--- config.mk ---
export PLATFORM = sky130hd
export DESIGN_NAME = pulse_train_counter_unit
export DESIGN_NICKNAME = d
export VERILOG_FILES = /design/src/rtl/ptc_pkg.sv /design/src/rtl/pulse_train_counter_unit.sv /design/src/rtl/ptc_fifo.sv /design/src/rtl/ptc_front.sv /design/src/rtl/ptc_back.sv
export SDC_FILE = /design/constraint.sdc
export NUM_CORES = 1
export LEC_CHECK = 0
export BUFFER_PORTS_ARGS = -buffer_cell sky130_fd_sc_hd__buf_2
export CORE_MARGIN = 4
export CORE_UTILIZATION = 50
export DETAILED_ROUTE_END_ITERATION = 8
export GPL_ROUTABILITY_DRIVEN = 0
export PLACE_DENSITY_LB_ADDON = 0.05
export SLEW_MARGIN = 40
export SYNTH_ARGS = -nofsm -noshare
export SYNTH_HDL_FRONTEND = slang
export SYNTH_SLANG_ARGS = --single-unit
--- constraint.sdc ---
create_clock -name clk -period 21.4 [get_ports clk]
set_input_delay 6.42 -clock clk [delete_from_list [all_inputs] [get_ports clk]]
set_output_delay 6.42 -clock clk [all_outputs]
set_load 0.02 [all_outputs]
--- src/rtl/ptc_pkg.sv ---
package ptc_pkg;

  localparam int RESULT_CAP = 4;
  localparam int CMDQ_DEPTH = 2;
  localparam int OUTQ_DEPTH = 8;
  localparam int CNT_W      = $clog2(RESULT_CAP + 1);

  // input command codes
  localparam logic [1:0] CMD_TICK     = 2'd0;
  localparam logic [1:0] CMD_ACTIVE   = 2'd1;
  localparam logic [1:0] CMD_INACTIVE = 2'd2;

  // configuration register indexes
  localparam logic [1:0] REG_MIN_ACTIVE   = 2'd0;
  localparam logic [1:0] REG_MAX_ACTIVE   = 2'd1;
  localparam logic [1:0] REG_MAX_INACTIVE = 2'd2;

  localparam logic [15:0] MIN_ACTIVE_RST   = 16'd10;
  localparam logic [15:0] MAX_ACTIVE_RST   = 16'd100;
  localparam logic [15:0] MAX_INACTIVE_RST = 16'd50;

  typedef enum logic [2:0] {
    PH_IDLE     = 3'd0,
    PH_SETUP    = 3'd1,
    PH_ACTIVE   = 3'd2,
    PH_WAIT     = 3'd3,
    PH_INACTIVE = 3'd4
  } ptc_phase_t;

  typedef enum logic [1:0] {
    OP_TICK     = 2'd0,
    OP_LINE_ON  = 2'd1,
    OP_LINE_OFF = 2'd2
  } ptc_op_t;

  typedef struct packed {
    ptc_op_t    op;
    logic [1:0] channel;
  } ptc_cmd_t;

  typedef struct packed {
    logic [15:0] min_active;
    logic [15:0] max_active;
    logic [15:0] max_inactive;
  } ptc_cfg_t;

  typedef struct packed {
    ptc_phase_t  phase;
    logic [15:0] left;
    logic [31:0] pulses;
  } ptc_ent_t;

  typedef struct packed {
    logic [1:0]  channel;
    ptc_phase_t  phase;
    logic [31:0] pulse_count;
    logic        train_done;
    logic        last;
  } ptc_res_t;

  localparam ptc_ent_t ENT_RESET = '{phase: PH_IDLE, left: 16'd0, pulses: 32'd0};

endpackage

--- src/rtl/pulse_train_counter_unit.sv ---
// Pulse counter with pulse width checks for CHANNELS channels. Line events (cmd 1 active,
// cmd 2 inactive) and ticks (cmd 0) are pushed into a short command queue; unknown codes
// and events for channels that do not exist are taken and dropped there. The back end
// keeps each channel's phase, timer and count in a state memory with one read and one
// write port and walks it: a line event runs the execute and flush states and gives one
// item, a tick reads each channel in turn on that port and gives one item per expired
// timer in ascending channel order, at most four. An item is started only when the
// result queue has room for four results, so a slow reader stalls the back end, and then
// the command queue fills and raises in_full. Registers: 0 min active ticks, 1 max active
// ticks, 2 max inactive ticks; a zero acts as one. cfg_ready is always high, and writes
// belong to idle periods only. Valid bits per channel make the state read as reset right
// after rst_n, so no clearing pass is needed.
module pulse_train_counter_unit #(
  parameter int CHANNELS = 4
) (
  input  logic        clk,
  input  logic        rst_n,
  input  logic        in_push,
  input  logic [1:0]  in_cmd,
  input  logic [1:0]  in_channel,
  output logic        in_full,
  output logic        out_empty,
  input  logic        out_pop,
  output logic [1:0]  out_channel,
  output logic [2:0]  out_phase,
  output logic [31:0] out_pulse_count,
  output logic        out_train_done,
  output logic        out_last,
  input  logic        cfg_valid,
  output logic        cfg_ready,
  input  logic [1:0]  cfg_index,
  input  logic [15:0] cfg_data
);

  ptc_pkg::ptc_cfg_t cfg_r;
  ptc_pkg::ptc_cmd_t cmd;
  ptc_pkg::ptc_res_t res;
  logic              cmd_pop, cmd_empty;

  assign cfg_ready = 1'b1;

  always_ff @(posedge clk) begin
    if (!rst_n) begin
      cfg_r.min_active   <= ptc_pkg::MIN_ACTIVE_RST;
      cfg_r.max_active   <= ptc_pkg::MAX_ACTIVE_RST;
      cfg_r.max_inactive <= ptc_pkg::MAX_INACTIVE_RST;
    end else if (cfg_valid && cfg_ready) begin
      unique case (cfg_index)
        ptc_pkg::REG_MIN_ACTIVE:   cfg_r.min_active   <= cfg_data;
        ptc_pkg::REG_MAX_ACTIVE:   cfg_r.max_active   <= cfg_data;
        ptc_pkg::REG_MAX_INACTIVE: cfg_r.max_inactive <= cfg_data;
        default: ;
      endcase
    end
  end

  ptc_front #(
    .CHANNELS (CHANNELS)
  ) u_front (
    .clk        (clk),
    .rst_n      (rst_n),
    .in_push    (in_push),
    .in_cmd     (in_cmd),
    .in_channel (in_channel),
    .in_full    (in_full),
    .cmd_pop    (cmd_pop),
    .cmd_empty  (cmd_empty),
    .cmd        (cmd)
  );

  ptc_back #(
    .CHANNELS (CHANNELS)
  ) u_back (
    .clk       (clk),
    .rst_n     (rst_n),
    .cfg       (cfg_r),
    .cmd_empty (cmd_empty),
    .cmd       (cmd),
    .cmd_pop   (cmd_pop),
    .out_pop   (out_pop),
    .out_empty (out_empty),
    .out_res   (res)
  );

  assign out_channel     = res.channel;
  assign out_phase       = res.phase;
  assign out_pulse_count = res.pulse_count;
  assign out_train_done  = res.train_done;
  assign out_last        = res.last;

endmodule

--- src/rtl/ptc_fifo.sv ---
module ptc_fifo #(
  parameter int W     = 4,
  parameter int DEPTH = 2
) (
  input  logic                       clk,
  input  logic                       rst_n,
  input  logic                       push,
  input  logic [W-1:0]               wdata,
  input  logic                       pop,
  output logic [W-1:0]               rdata,
  output logic                       empty,
  output logic                       full,
  output logic [$clog2(DEPTH+1)-1:0] count
);

  localparam int AW = (DEPTH > 1) ? $clog2(DEPTH) : 1;
  localparam int CW = $clog2(DEPTH + 1);

  logic [W-1:0]  mem_r [DEPTH];
  logic [AW-1:0] wr_ptr_r, rd_ptr_r;
  logic [CW-1:0] count_r;
  logic          do_push, do_pop;

  assign empty   = (count_r == '0);
  assign full    = (count_r == CW'(DEPTH));
  assign count   = count_r;
  assign rdata   = mem_r[rd_ptr_r];
  assign do_push = push && !full;
  assign do_pop  = pop && !empty;

  always_ff @(posedge clk) begin
    if (do_push) begin
      mem_r[wr_ptr_r] <= wdata;
    end
  end

  always_ff @(posedge clk) begin
    if (!rst_n) begin
      wr_ptr_r <= '0;
      rd_ptr_r <= '0;
      count_r  <= '0;
    end else begin
      if (do_push) begin
        wr_ptr_r <= (wr_ptr_r == AW'(DEPTH - 1)) ? '0 : wr_ptr_r + AW'(1);
      end
      if (do_pop) begin
        rd_ptr_r <= (rd_ptr_r == AW'(DEPTH - 1)) ? '0 : rd_ptr_r + AW'(1);
      end
      count_r <= count_r + CW'(do_push) - CW'(do_pop);
    end
  end

endmodule

--- src/rtl/ptc_front.sv ---
module ptc_front #(
  parameter int CHANNELS = 4
) (
  input  logic              clk,
  input  logic              rst_n,
  input  logic              in_push,
  input  logic [1:0]        in_cmd,
  input  logic [1:0]        in_channel,
  output logic              in_full,
  input  logic              cmd_pop,
  output logic              cmd_empty,
  output ptc_pkg::ptc_cmd_t cmd
);

  ptc_pkg::ptc_cmd_t                          cls;
  logic                                       keep;
  logic                                       ch_ok;
  logic [$bits(ptc_pkg::ptc_cmd_t)-1:0]       q_rdata;

  assign ch_ok = (32'(in_channel) < CHANNELS);

  // drop unknown codes and events for channels that do not exist
  always_comb begin
    cls.channel = in_channel;
    cls.op      = ptc_pkg::OP_TICK;
    keep        = 1'b0;
    unique case (in_cmd)
      ptc_pkg::CMD_TICK: begin
        keep = 1'b1;
      end
      ptc_pkg::CMD_ACTIVE: begin
        cls.op = ptc_pkg::OP_LINE_ON;
        keep   = ch_ok;
      end
      ptc_pkg::CMD_INACTIVE: begin
        cls.op = ptc_pkg::OP_LINE_OFF;
        keep   = ch_ok;
      end
      default: begin
        keep = 1'b0;
      end
    endcase
  end

  ptc_fifo #(
    .W     ($bits(ptc_pkg::ptc_cmd_t)),
    .DEPTH (ptc_pkg::CMDQ_DEPTH)
  ) u_cmdq (
    .clk   (clk),
    .rst_n (rst_n),
    .push  (in_push && keep),
    .wdata (cls),
    .pop   (cmd_pop),
    .rdata (q_rdata),
    .empty (cmd_empty),
    .full  (in_full),
    .count ()
  );

  assign cmd = ptc_pkg::ptc_cmd_t'(q_rdata);

endmodule

--- src/rtl/ptc_back.sv ---
module ptc_back #(
  parameter int CHANNELS = 4
) (
  input  logic              clk,
  input  logic              rst_n,
  input  ptc_pkg::ptc_cfg_t cfg,
  input  logic              cmd_empty,
  input  ptc_pkg::ptc_cmd_t cmd,
  output logic              cmd_pop,
  input  logic              out_pop,
  output logic              out_empty,
  output ptc_pkg::ptc_res_t out_res
);

  localparam int CH_W = (CHANNELS > 1) ? $clog2(CHANNELS) : 1;
  localparam int OQ_CW = $clog2(ptc_pkg::OUTQ_DEPTH + 1);

  typedef enum logic [1:0] {S_IDLE, S_EXEC, S_FLUSH} state_t;

  state_t                      state_r, state_nxt;
  ptc_pkg::ptc_op_t            op_r, op_nxt;
  logic [CH_W-1:0]             ex_ch_r, ex_ch_nxt;
  logic [ptc_pkg::CNT_W-1:0]   n_r, n_nxt;
  logic                        hold_v_r, hold_v_nxt;
  ptc_pkg::ptc_res_t           hold_r, hold_nxt;

  ptc_pkg::ptc_ent_t           ent_mem [CHANNELS];
  logic [CHANNELS-1:0]         vld_r;
  ptc_pkg::ptc_ent_t           rd_data_r;
  logic                        rd_vld_r;
  logic                        rd_en;
  logic [CH_W-1:0]             rd_addr;
  logic                        wr_en;

  ptc_pkg::ptc_ent_t           cur, upd;
  logic                        upd_wr, report, done;

  logic                        out_push, out_full;
  ptc_pkg::ptc_res_t           push_item;
  logic [OQ_CW-1:0]            out_count;
  logic [$bits(ptc_pkg::ptc_res_t)-1:0] oq_rdata;

  function automatic logic [15:0] nz(input logic [15:0] v);
    return (v == 16'd0) ? 16'd1 : v;
  endfunction

  function automatic logic [15:0] load_ticks(input ptc_pkg::ptc_phase_t ph,
                                             input ptc_pkg::ptc_cfg_t c);
    logic [15:0] v;
    v = 16'd0;
    case (ph)
      ptc_pkg::PH_SETUP:    v = nz(c.min_active);
      ptc_pkg::PH_ACTIVE:   v = nz(c.max_active);
      ptc_pkg::PH_INACTIVE: v = nz(c.max_inactive);
      default:              v = 16'd0;
    endcase
    return v;
  endfunction

  // entries never written read as the reset state
  assign cur = rd_vld_r ? rd_data_r : ptc_pkg::ENT_RESET;

  always_comb begin
    upd    = cur;
    upd_wr = 1'b0;
    report = 1'b0;
    done   = 1'b0;
    case (op_r)
      ptc_pkg::OP_TICK: begin
        if (cur.left != 16'd0) begin
          upd_wr   = 1'b1;
          upd.left = cur.left - 16'd1;
          if (cur.left == 16'd1) begin
            report = 1'b1;
            case (cur.phase)
              ptc_pkg::PH_SETUP:  upd.phase = ptc_pkg::PH_ACTIVE;
              ptc_pkg::PH_ACTIVE: upd.phase = ptc_pkg::PH_WAIT;
              ptc_pkg::PH_INACTIVE: begin
                upd.phase = ptc_pkg::PH_IDLE;
                done      = 1'b1;
              end
              default: upd.phase = ptc_pkg::PH_IDLE;
            endcase
            upd.left = load_ticks(upd.phase, cfg);
          end
        end
      end
      ptc_pkg::OP_LINE_ON: begin
        upd_wr = 1'b1;
        report = 1'b1;
        case (cur.phase) inside
          ptc_pkg::PH_INACTIVE: begin
            upd.phase = ptc_pkg::PH_SETUP;
            upd.left  = load_ticks(ptc_pkg::PH_SETUP, cfg);
          end
          ptc_pkg::PH_SETUP, ptc_pkg::PH_ACTIVE, ptc_pkg::PH_WAIT: begin
            upd = cur;
          end
          default: begin
            upd.pulses = 32'd0;
            upd.phase  = ptc_pkg::PH_SETUP;
            upd.left   = load_ticks(ptc_pkg::PH_SETUP, cfg);
          end
        endcase
      end
      ptc_pkg::OP_LINE_OFF: begin
        upd_wr = 1'b1;
        report = 1'b1;
        case (cur.phase)
          ptc_pkg::PH_ACTIVE: begin
            if (cur.pulses != 32'hFFFF_FFFF) begin
              upd.pulses = cur.pulses + 32'd1;
            end
            upd.phase = ptc_pkg::PH_INACTIVE;
            upd.left  = load_ticks(ptc_pkg::PH_INACTIVE, cfg);
          end
          ptc_pkg::PH_WAIT: begin
            upd.phase = ptc_pkg::PH_IDLE;
            upd.left  = 16'd0;
          end
          default: begin
            upd = cur;
          end
        endcase
      end
      default: begin
        upd = cur;
      end
    endcase
  end

  // a result is held back one step so the last one of an item can be marked
  always_comb begin
    state_nxt  = state_r;
    op_nxt     = op_r;
    ex_ch_nxt  = ex_ch_r;
    n_nxt      = n_r;
    hold_v_nxt = hold_v_r;
    hold_nxt   = hold_r;
    cmd_pop    = 1'b0;
    rd_en      = 1'b0;
    rd_addr    = '0;
    wr_en      = 1'b0;
    out_push   = 1'b0;
    push_item  = hold_r;
    unique case (state_r)
      S_IDLE: begin
        if (!cmd_empty && out_count <= OQ_CW'(ptc_pkg::OUTQ_DEPTH - ptc_pkg::RESULT_CAP)) begin
          cmd_pop    = 1'b1;
          rd_en      = 1'b1;
          rd_addr    = (cmd.op == ptc_pkg::OP_TICK) ? '0 : CH_W'(cmd.channel);
          ex_ch_nxt  = rd_addr;
          op_nxt     = cmd.op;
          n_nxt      = '0;
          hold_v_nxt = 1'b0;
          state_nxt  = S_EXEC;
        end
      end
      S_EXEC: begin
        wr_en = upd_wr;
        if (report && (op_r != ptc_pkg::OP_TICK ||
                       n_r < ptc_pkg::CNT_W'(ptc_pkg::RESULT_CAP))) begin
          if (hold_v_r) begin
            out_push       = 1'b1;
            push_item.last = 1'b0;
          end
          hold_nxt.channel     = 2'(ex_ch_r);
          hold_nxt.phase       = upd.phase;
          hold_nxt.pulse_count = upd.pulses;
          hold_nxt.train_done  = done;
          hold_nxt.last        = 1'b0;
          hold_v_nxt           = 1'b1;
          n_nxt                = n_r + ptc_pkg::CNT_W'(1);
        end
        if (op_r == ptc_pkg::OP_TICK && ex_ch_r != CH_W'(CHANNELS - 1)) begin
          rd_en     = 1'b1;
          rd_addr   = ex_ch_r + CH_W'(1);
          ex_ch_nxt = rd_addr;
        end else begin
          state_nxt = S_FLUSH;
        end
      end
      S_FLUSH: begin
        if (hold_v_r) begin
          out_push       = 1'b1;
          push_item.last = 1'b1;
        end
        hold_v_nxt = 1'b0;
        state_nxt  = S_IDLE;
      end
      default: begin
        state_nxt = S_IDLE;
      end
    endcase
  end

  always_ff @(posedge clk) begin
    op_r    <= op_nxt;
    ex_ch_r <= ex_ch_nxt;
    hold_r  <= hold_nxt;
    if (!rst_n) begin
      state_r  <= S_IDLE;
      hold_v_r <= 1'b0;
      n_r      <= '0;
    end else begin
      state_r  <= state_nxt;
      hold_v_r <= hold_v_nxt;
      n_r      <= n_nxt;
    end
  end

  always_ff @(posedge clk) begin
    if (wr_en) begin
      ent_mem[ex_ch_r] <= upd;
    end
    if (rd_en) begin
      rd_data_r <= ent_mem[rd_addr];
      rd_vld_r  <= vld_r[rd_addr];
    end
  end

  always_ff @(posedge clk) begin
    if (!rst_n) begin
      vld_r <= '0;
    end else if (wr_en) begin
      vld_r[ex_ch_r] <= 1'b1;
    end
  end

  ptc_fifo #(
    .W     ($bits(ptc_pkg::ptc_res_t)),
    .DEPTH (ptc_pkg::OUTQ_DEPTH)
  ) u_outq (
    .clk   (clk),
    .rst_n (rst_n),
    .push  (out_push),
    .wdata (push_item),
    .pop   (out_pop),
    .rdata (oq_rdata),
    .empty (out_empty),
    .full  (out_full),
    .count (out_count)
  );

  assign out_res = ptc_pkg::ptc_res_t'(oq_rdata);

`ifndef SYNTHESIS
  a_push_room: assert property (@(posedge clk) disable iff (!rst_n)
    out_push |-> !out_full)
    else $error("result pushed into a full queue");

  a_cap: assert property (@(posedge clk) disable iff (!rst_n)
    n_r <= ptc_pkg::CNT_W'(ptc_pkg::RESULT_CAP))
    else $error("result count beyond cap");

  a_wr_exec: assert property (@(posedge clk) disable iff (!rst_n)
    wr_en |-> state_r == S_EXEC)
    else $error("state write outside execution");

  a_flush_done: assert property (@(posedge clk) disable iff (!rst_n)
    state_r == S_FLUSH |=> state_r == S_IDLE && !hold_v_r)
    else $error("held result not flushed");

  a_no_rw_clash: assert property (@(posedge clk) disable iff (!rst_n)
    (wr_en && rd_en) |-> rd_addr != ex_ch_r)
    else $error("read and write of the same channel in one cycle");
`endif

endmodule
## Word level (Yosys, flattened, before mapping)

Memories as Yosys holds them, arrays and structs flattened. A register that Yosys moved wholly into a read port is not among the register bits.
Index checks and enable logic that the tools add are counted.

| storage, ports and cells | value |
|---|---|
| flip-flop bits (word level) | 115 |
| bits in writable memories | 524 |
| input bits | 27 |
| memories | 3 |

| cells by class | value |
|---|---|
| $add $sub $neg | 12 |
| $lt $le $gt $ge | 5 |
| equality and inequality tests | 26 |
| mux-type cells | 71 |
| bitwise logic cells | 1 |
| reductions and logical operators | 41 |

Memory list:

| name | words | width | rd ports | clocked after memory_dff | wr ports | line | text |
|---|---|---|---|---|---|---|---|
| u_back.u_outq.mem_r | 8 | 39 | 1 | 1 | 1 | ptc_fifo.sv:19 | `logic [W-1:0] mem_r [DEPTH];` |
| u_back.ent_mem | 4 | 51 | 1 | 1 | 1 | ptc_back.sv:27 | `ptc_pkg::ptc_ent_t ent_mem [CHANNELS];` |
| u_front.u_cmdq.mem_r | 2 | 4 | 1 | 1 | 1 | ptc_fifo.sv:19 |  |

Operators with widths:

| cell | number |
|---|---|
| two-way mux 32 bit | 4 |
| two-way mux 19 bit | 4 |
| case mux 32 bit (2 select lines) | 1 |
| case mux 19 bit (3 select lines) | 1 |
| two-way mux 51 bit | 1 |
| zero test 16 bit | 3 |
| two-way mux 16 bit | 3 |
| case mux 16 bit (3 select lines) | 1 |
| case mux 19 bit (2 select lines) | 1 |
| adder 32 x 1 -> 32 bit, second input constant | 1 |
| inequality test 32 bit, second input constant | 1 |
| two-way mux 3 bit | 9 |
| two-way mux 1 bit | 26 |
| case mux 2 bit (2 select lines) | 5 |
| == test 16 x 1 -> 1 bit, second input constant | 1 |
| nonzero test 16 bit | 1 |
| subtractor 16 x 1 -> 16 bit, second input constant | 1 |
| two-way mux 2 bit | 7 |
| == test 3 bit, second input constant | 4 |
| zero test 2 bit | 6 |
| AND reduction 2 bit | 6 |
| AND reduction 3 bit | 4 |
| == test 2 bit, second input constant | 5 |
| adder 3 x 1 -> 3 bit, second input constant | 3 |
| 30 further kinds | 57 |

## Depth between registers and ports, before layout

| logic depth | value |
|---|---|
| depth after elaboration | 11 |
| mapped depth | 16 |
| gate-level depth less buffers | 13 |

## Cells and area by module

From an unflattened synthesis, not the netlist that was laid out.

| second synthesis, totals | value |
|---|---|
| cell total of the unflattened synthesis | 1841 |
| area, all modules | 29338.1 µm² |

Modules (own cells, without submodules):

| module | instances | cells each | area each (µm²) |
|---|---|---|---|
| ptc_back | 1 | 1087 | 14422.6 |
| ptc_fifo (u_back.u_outq) | 1 | 530 | 12494.5 |
| pulse_train_counter_unit | 1 | 182 | 1875.5 |
| ptc_fifo (u_front.u_cmdq) | 1 | 39 | 523.0 |
| ptc_front | 1 | 3 | 22.5 |

## Worst setup path before layout

OpenSTA, ideal clock, no wires.

| timing | value |
|---|---|
| path type | reg-to-output |
| from | register (tool-made name) |
| to | output out_channel[0] |
| data arrival time | 2.170 ns |
| data required time | 14.980 ns |
| path slack | 12.810 ns |
| cell stages (with the launch flop) | 6 |
| path buffers | 3 |
| cell sequence | dfxtp_1 clkbuf_1 buf_1 buf_2 mux4_2 mux2_2 |

RTL lines:

| what | line | text |
|---|---|---|
| to (decl) | pulse_train_counter_unit.sv:24 | `output logic [1:0] out_channel,` |

==> flow_summary_export.csv <==
group,metric,value,unit
route,drt-pass1-iter-count,5,
global_route,grt_pass1_wl,95500,um
power,p_leak,0.0115,uW
sta,fmax,104,MHz
logic_synthesis,netlist_instances,1840,
global_route,grt_pass1_vias,16311,
placed_design,postPlaceCellArea,30300,um2
logic_synthesis,synthTopCellsByArea,"edfxtp_1 (64%), mux4_2 (6.1%), mux2i_1 (5.5%)",
route,viasPerCell,5.82,
floorplanning,rows,88,
clock_network,clockBufferDepth,3,
logic_synthesis,ys_ff_latch,694,
global_route,grt_util_all_layers,0.196,
clock_network,path_clk_slew,0.06,ns
logic_synthesis,yosysWarnings,0,
worst_setup_path,crit_path_start_kind,"register",
clock_network,cts_setup_buffers,0,
global_route,grt_antenna_before_repair,0,
logic_synthesis,synth_top_family_by_area,"multiplexers",
worst_setup_path,worstPathArrival,3.20,ns
sta,skew,0.0240,ns
power,irDropWorstVdd,0.0782,mV
placed_design,post-place-cells,2609,
route,vias,15965,
power,p_clk_frac,0.300,
layout,drive_gt1_frac,0.193,
clock_network,clockRootBuffer,"clkbuf_16",
sta,worst_slack,11.78,ns
clock_network,cts_resized,0,
floorplanning,fp.dieW,249,um
placed_design,pre_cts_ws,12.32,ns
power,switching_share,0.308,
worst_setup_path,critical_path_required,14.98,ns
power,power_frac_comb,0.242,
logic_synthesis,synth-edff-count,618,
route,drt_iter0_drc,1142,
sta,finalHoldViolCount,0,
route,post_drt_wl_per_cell,22.4,um
logic_synthesis,synth_nets,1896,
placed_design,io_buffer_count,67,
clock_network,clock_sinks,694,
logic_synthesis,synth.most_common_cell,"edfxtp_1",
layout,stdcell_count,2741,
floorplanning,ios,69,
sta,period_share,0.449,
worst_setup_path,cp-end-kind,"output pin",
route,wl,61300,um
route,drt.antenna.violating_nets,0,
logic_synthesis,post_synth_xor_area_fraction,0.00362,
sta,min_period,9.62,ns
worst_setup_path,crit_type,"reg2out",
power,p_switching,1240,uW
logic_synthesis,syn_avg_cell_area,15.8,um2
logic_synthesis,synth.cell_area,29000,um2
sta,tns,0,ns
worst_setup_path,r2r-start,"u_back.rd_vld_r",
floorplanning,die_area,61900,um2
worst_setup_path,cp_max_fo,49,
sta,relSlewSlack,0.374,
layout,diodes,0,
sta,setup_violations,0,
sta,rsz0062_at_grt,"no",
sta,worstMarginPinSlew,0.929,ns
power,seq_power_share,0.458,
logic_synthesis,synthMuxAreaShare,0.133,
layout,finalInstanceArea,32600,um2
logic_synthesis,synth-main-ff-cell,"edfxtp_1",
hold_path,hold_start,"u_back.vld_r[2]",
clock_network,postCtsHoldBufs,0,
global_route,grt_overflow,0,
logic_synthesis,yosys.area.top_type,"edfxtp_1",
floorplanning,fp.coreArea,57600,um2
hold_path,min_path_type,"reg2reg",
logic_synthesis,synthArstFlopShare,0,
logic_synthesis,synth.top_cells.by_count,"edfxtp_1 (618), nand2_1 (192), mux2i_1 (160)",
job,maxCapViolations,0,
layout,synthToLayoutAreaGrowth,12.5,%
power,p_int,2790,uW
logic_synthesis,netlist.area_leader.share,0.640,
layout,nets,1976,
clock_network,cts_max_level,3,
sta,hold_ws,0.463,ns
route,drcViolationCount,0,
power,p_per_area,124,nW/um2
sta,slew_violations,0,
clock_network,cts_tree,"done",
global_route,grt_max_degree,77,
logic_synthesis,synth_compound_area_frac,0.0622,
logic_synthesis,synthSimpleGateAreaFrac,0.0782,
logic_synthesis,ys_types,89,
logic_synthesis,synth-adder-area-share,0.0128,
floorplanning,dieHeight,249,um
clock_network,cts-buffers-inserted,73,
status,status,"finished clean",
logic_synthesis,ys_seq_area_frac,0.692,
floorplanning,start_util,0.504,
placed_design,hpwlAfterDp,36500,um
clock_network,clk_latency,0.60,ns
routing by layer:
metal	GRT usage	wire length (um)	vias up
li1	-	-	7394
met4	0.0620	1330	0
met1	0.262	26600	8132
met3	0.0270	2470	92
met5	0	0	-
met2	0.338	30900	347
kinds of logic (layout without fill, tap and decap cells):
logic type,Yosys count,after routing
simple gates,442,442
buf+inv,124,260
flops,694,694
mux,283,283
fa+ha+maj,29,29
other cells,1,1
xor+xnor,12,12
compound gates,255,255
metrics by stage:
stage | total power [uW] | util
after floorplan | 2540 | -
after global placement | 2830 | 0.525
after detailed placement | 2850 | 0.526
after CTS | 4070 | 0.566
after global routing | 4240 | 0.567
final | 4030 | 0.567
power groups by stage:
| stage | logic, uW | registers [uW] | clock network, uW |
|---|---|---|---|
| after floorplan | 720 | 1820 | 0 |
| after global placement | 962 | 1870 | 0 |
| after detailed placement | 980 | 1870 | 0 |
| after CTS | 986 | 1840 | 1240 |
| after global routing | 1070 | 1860 | 1310 |
| final | 978 | 1850 | 1210 |
final timing paths:
kind	to	slack, ns	depth (start not counted)
worst min-delay path	u_back.vld_r[2]	0.46	1
worst max register to register	u_back.ent_mem[1][11]	17.02	10
worst min register to register	u_back.vld_r[2]	0.46	1
worst max-delay path	out_pulse_count[16]	11.78	5
critical path, cell delays in order, from the launching register on:
cell and delay (ns):
dfxtp_4 0.34, buf_6 0.51, buf_4 0.64, mux4_2 0.57, mux2_2 0.30, buf_2 0.16
cells in the final DEF (no fill, tap or decap), types with 22 or more instances in the layout:
| cell | n |
|---|---|
| inv_1 | 27 |
| nand2_1 | 191 |
| o21ai_0 | 32 |
| a21oi_1 | 47 |
| ha_1 | 28 |
| mux2i_1 | 160 |
| buf_2 | 67 |
| buf_4 | 26 |
| mux4_2 | 78 |
| clkbuf_16 | 75 |
| dfxtp_1 | 73 |
| mux2_2 | 45 |
| nor2_1 | 41 |
| edfxtp_1 | 618 |
| nand4_1 | 22 |
| nand3_1 | 35 |
| a21boi_0 | 46 |
flip-flops by register name (all words and copies together), names as in the netlist, 4 cells and up, named ones only:
register / count
u_front.u_cmdq.mem_r: 8
u_back.rd_data_r: 51
u_back.ent_mem: 204
u_back.u_outq.mem_r: 312
u_back.vld_r: 4
u_back.u_outq.count: 4
cfg_r: 48
u_back.hold_r: 38
layout make-up:
class | instances | area (um2)
clock inverter | 33 | 253
sequential | 694 | 20100
multi-input combinational | 1022 | 8530
timing repair buffer | 101 | 647
clock buffer | 98 | 2060
inverter | 28 | 105
fill | 4455 | 24900
tap | 765 | 957
Note: power is estimated with default switching activity, not from simulation.
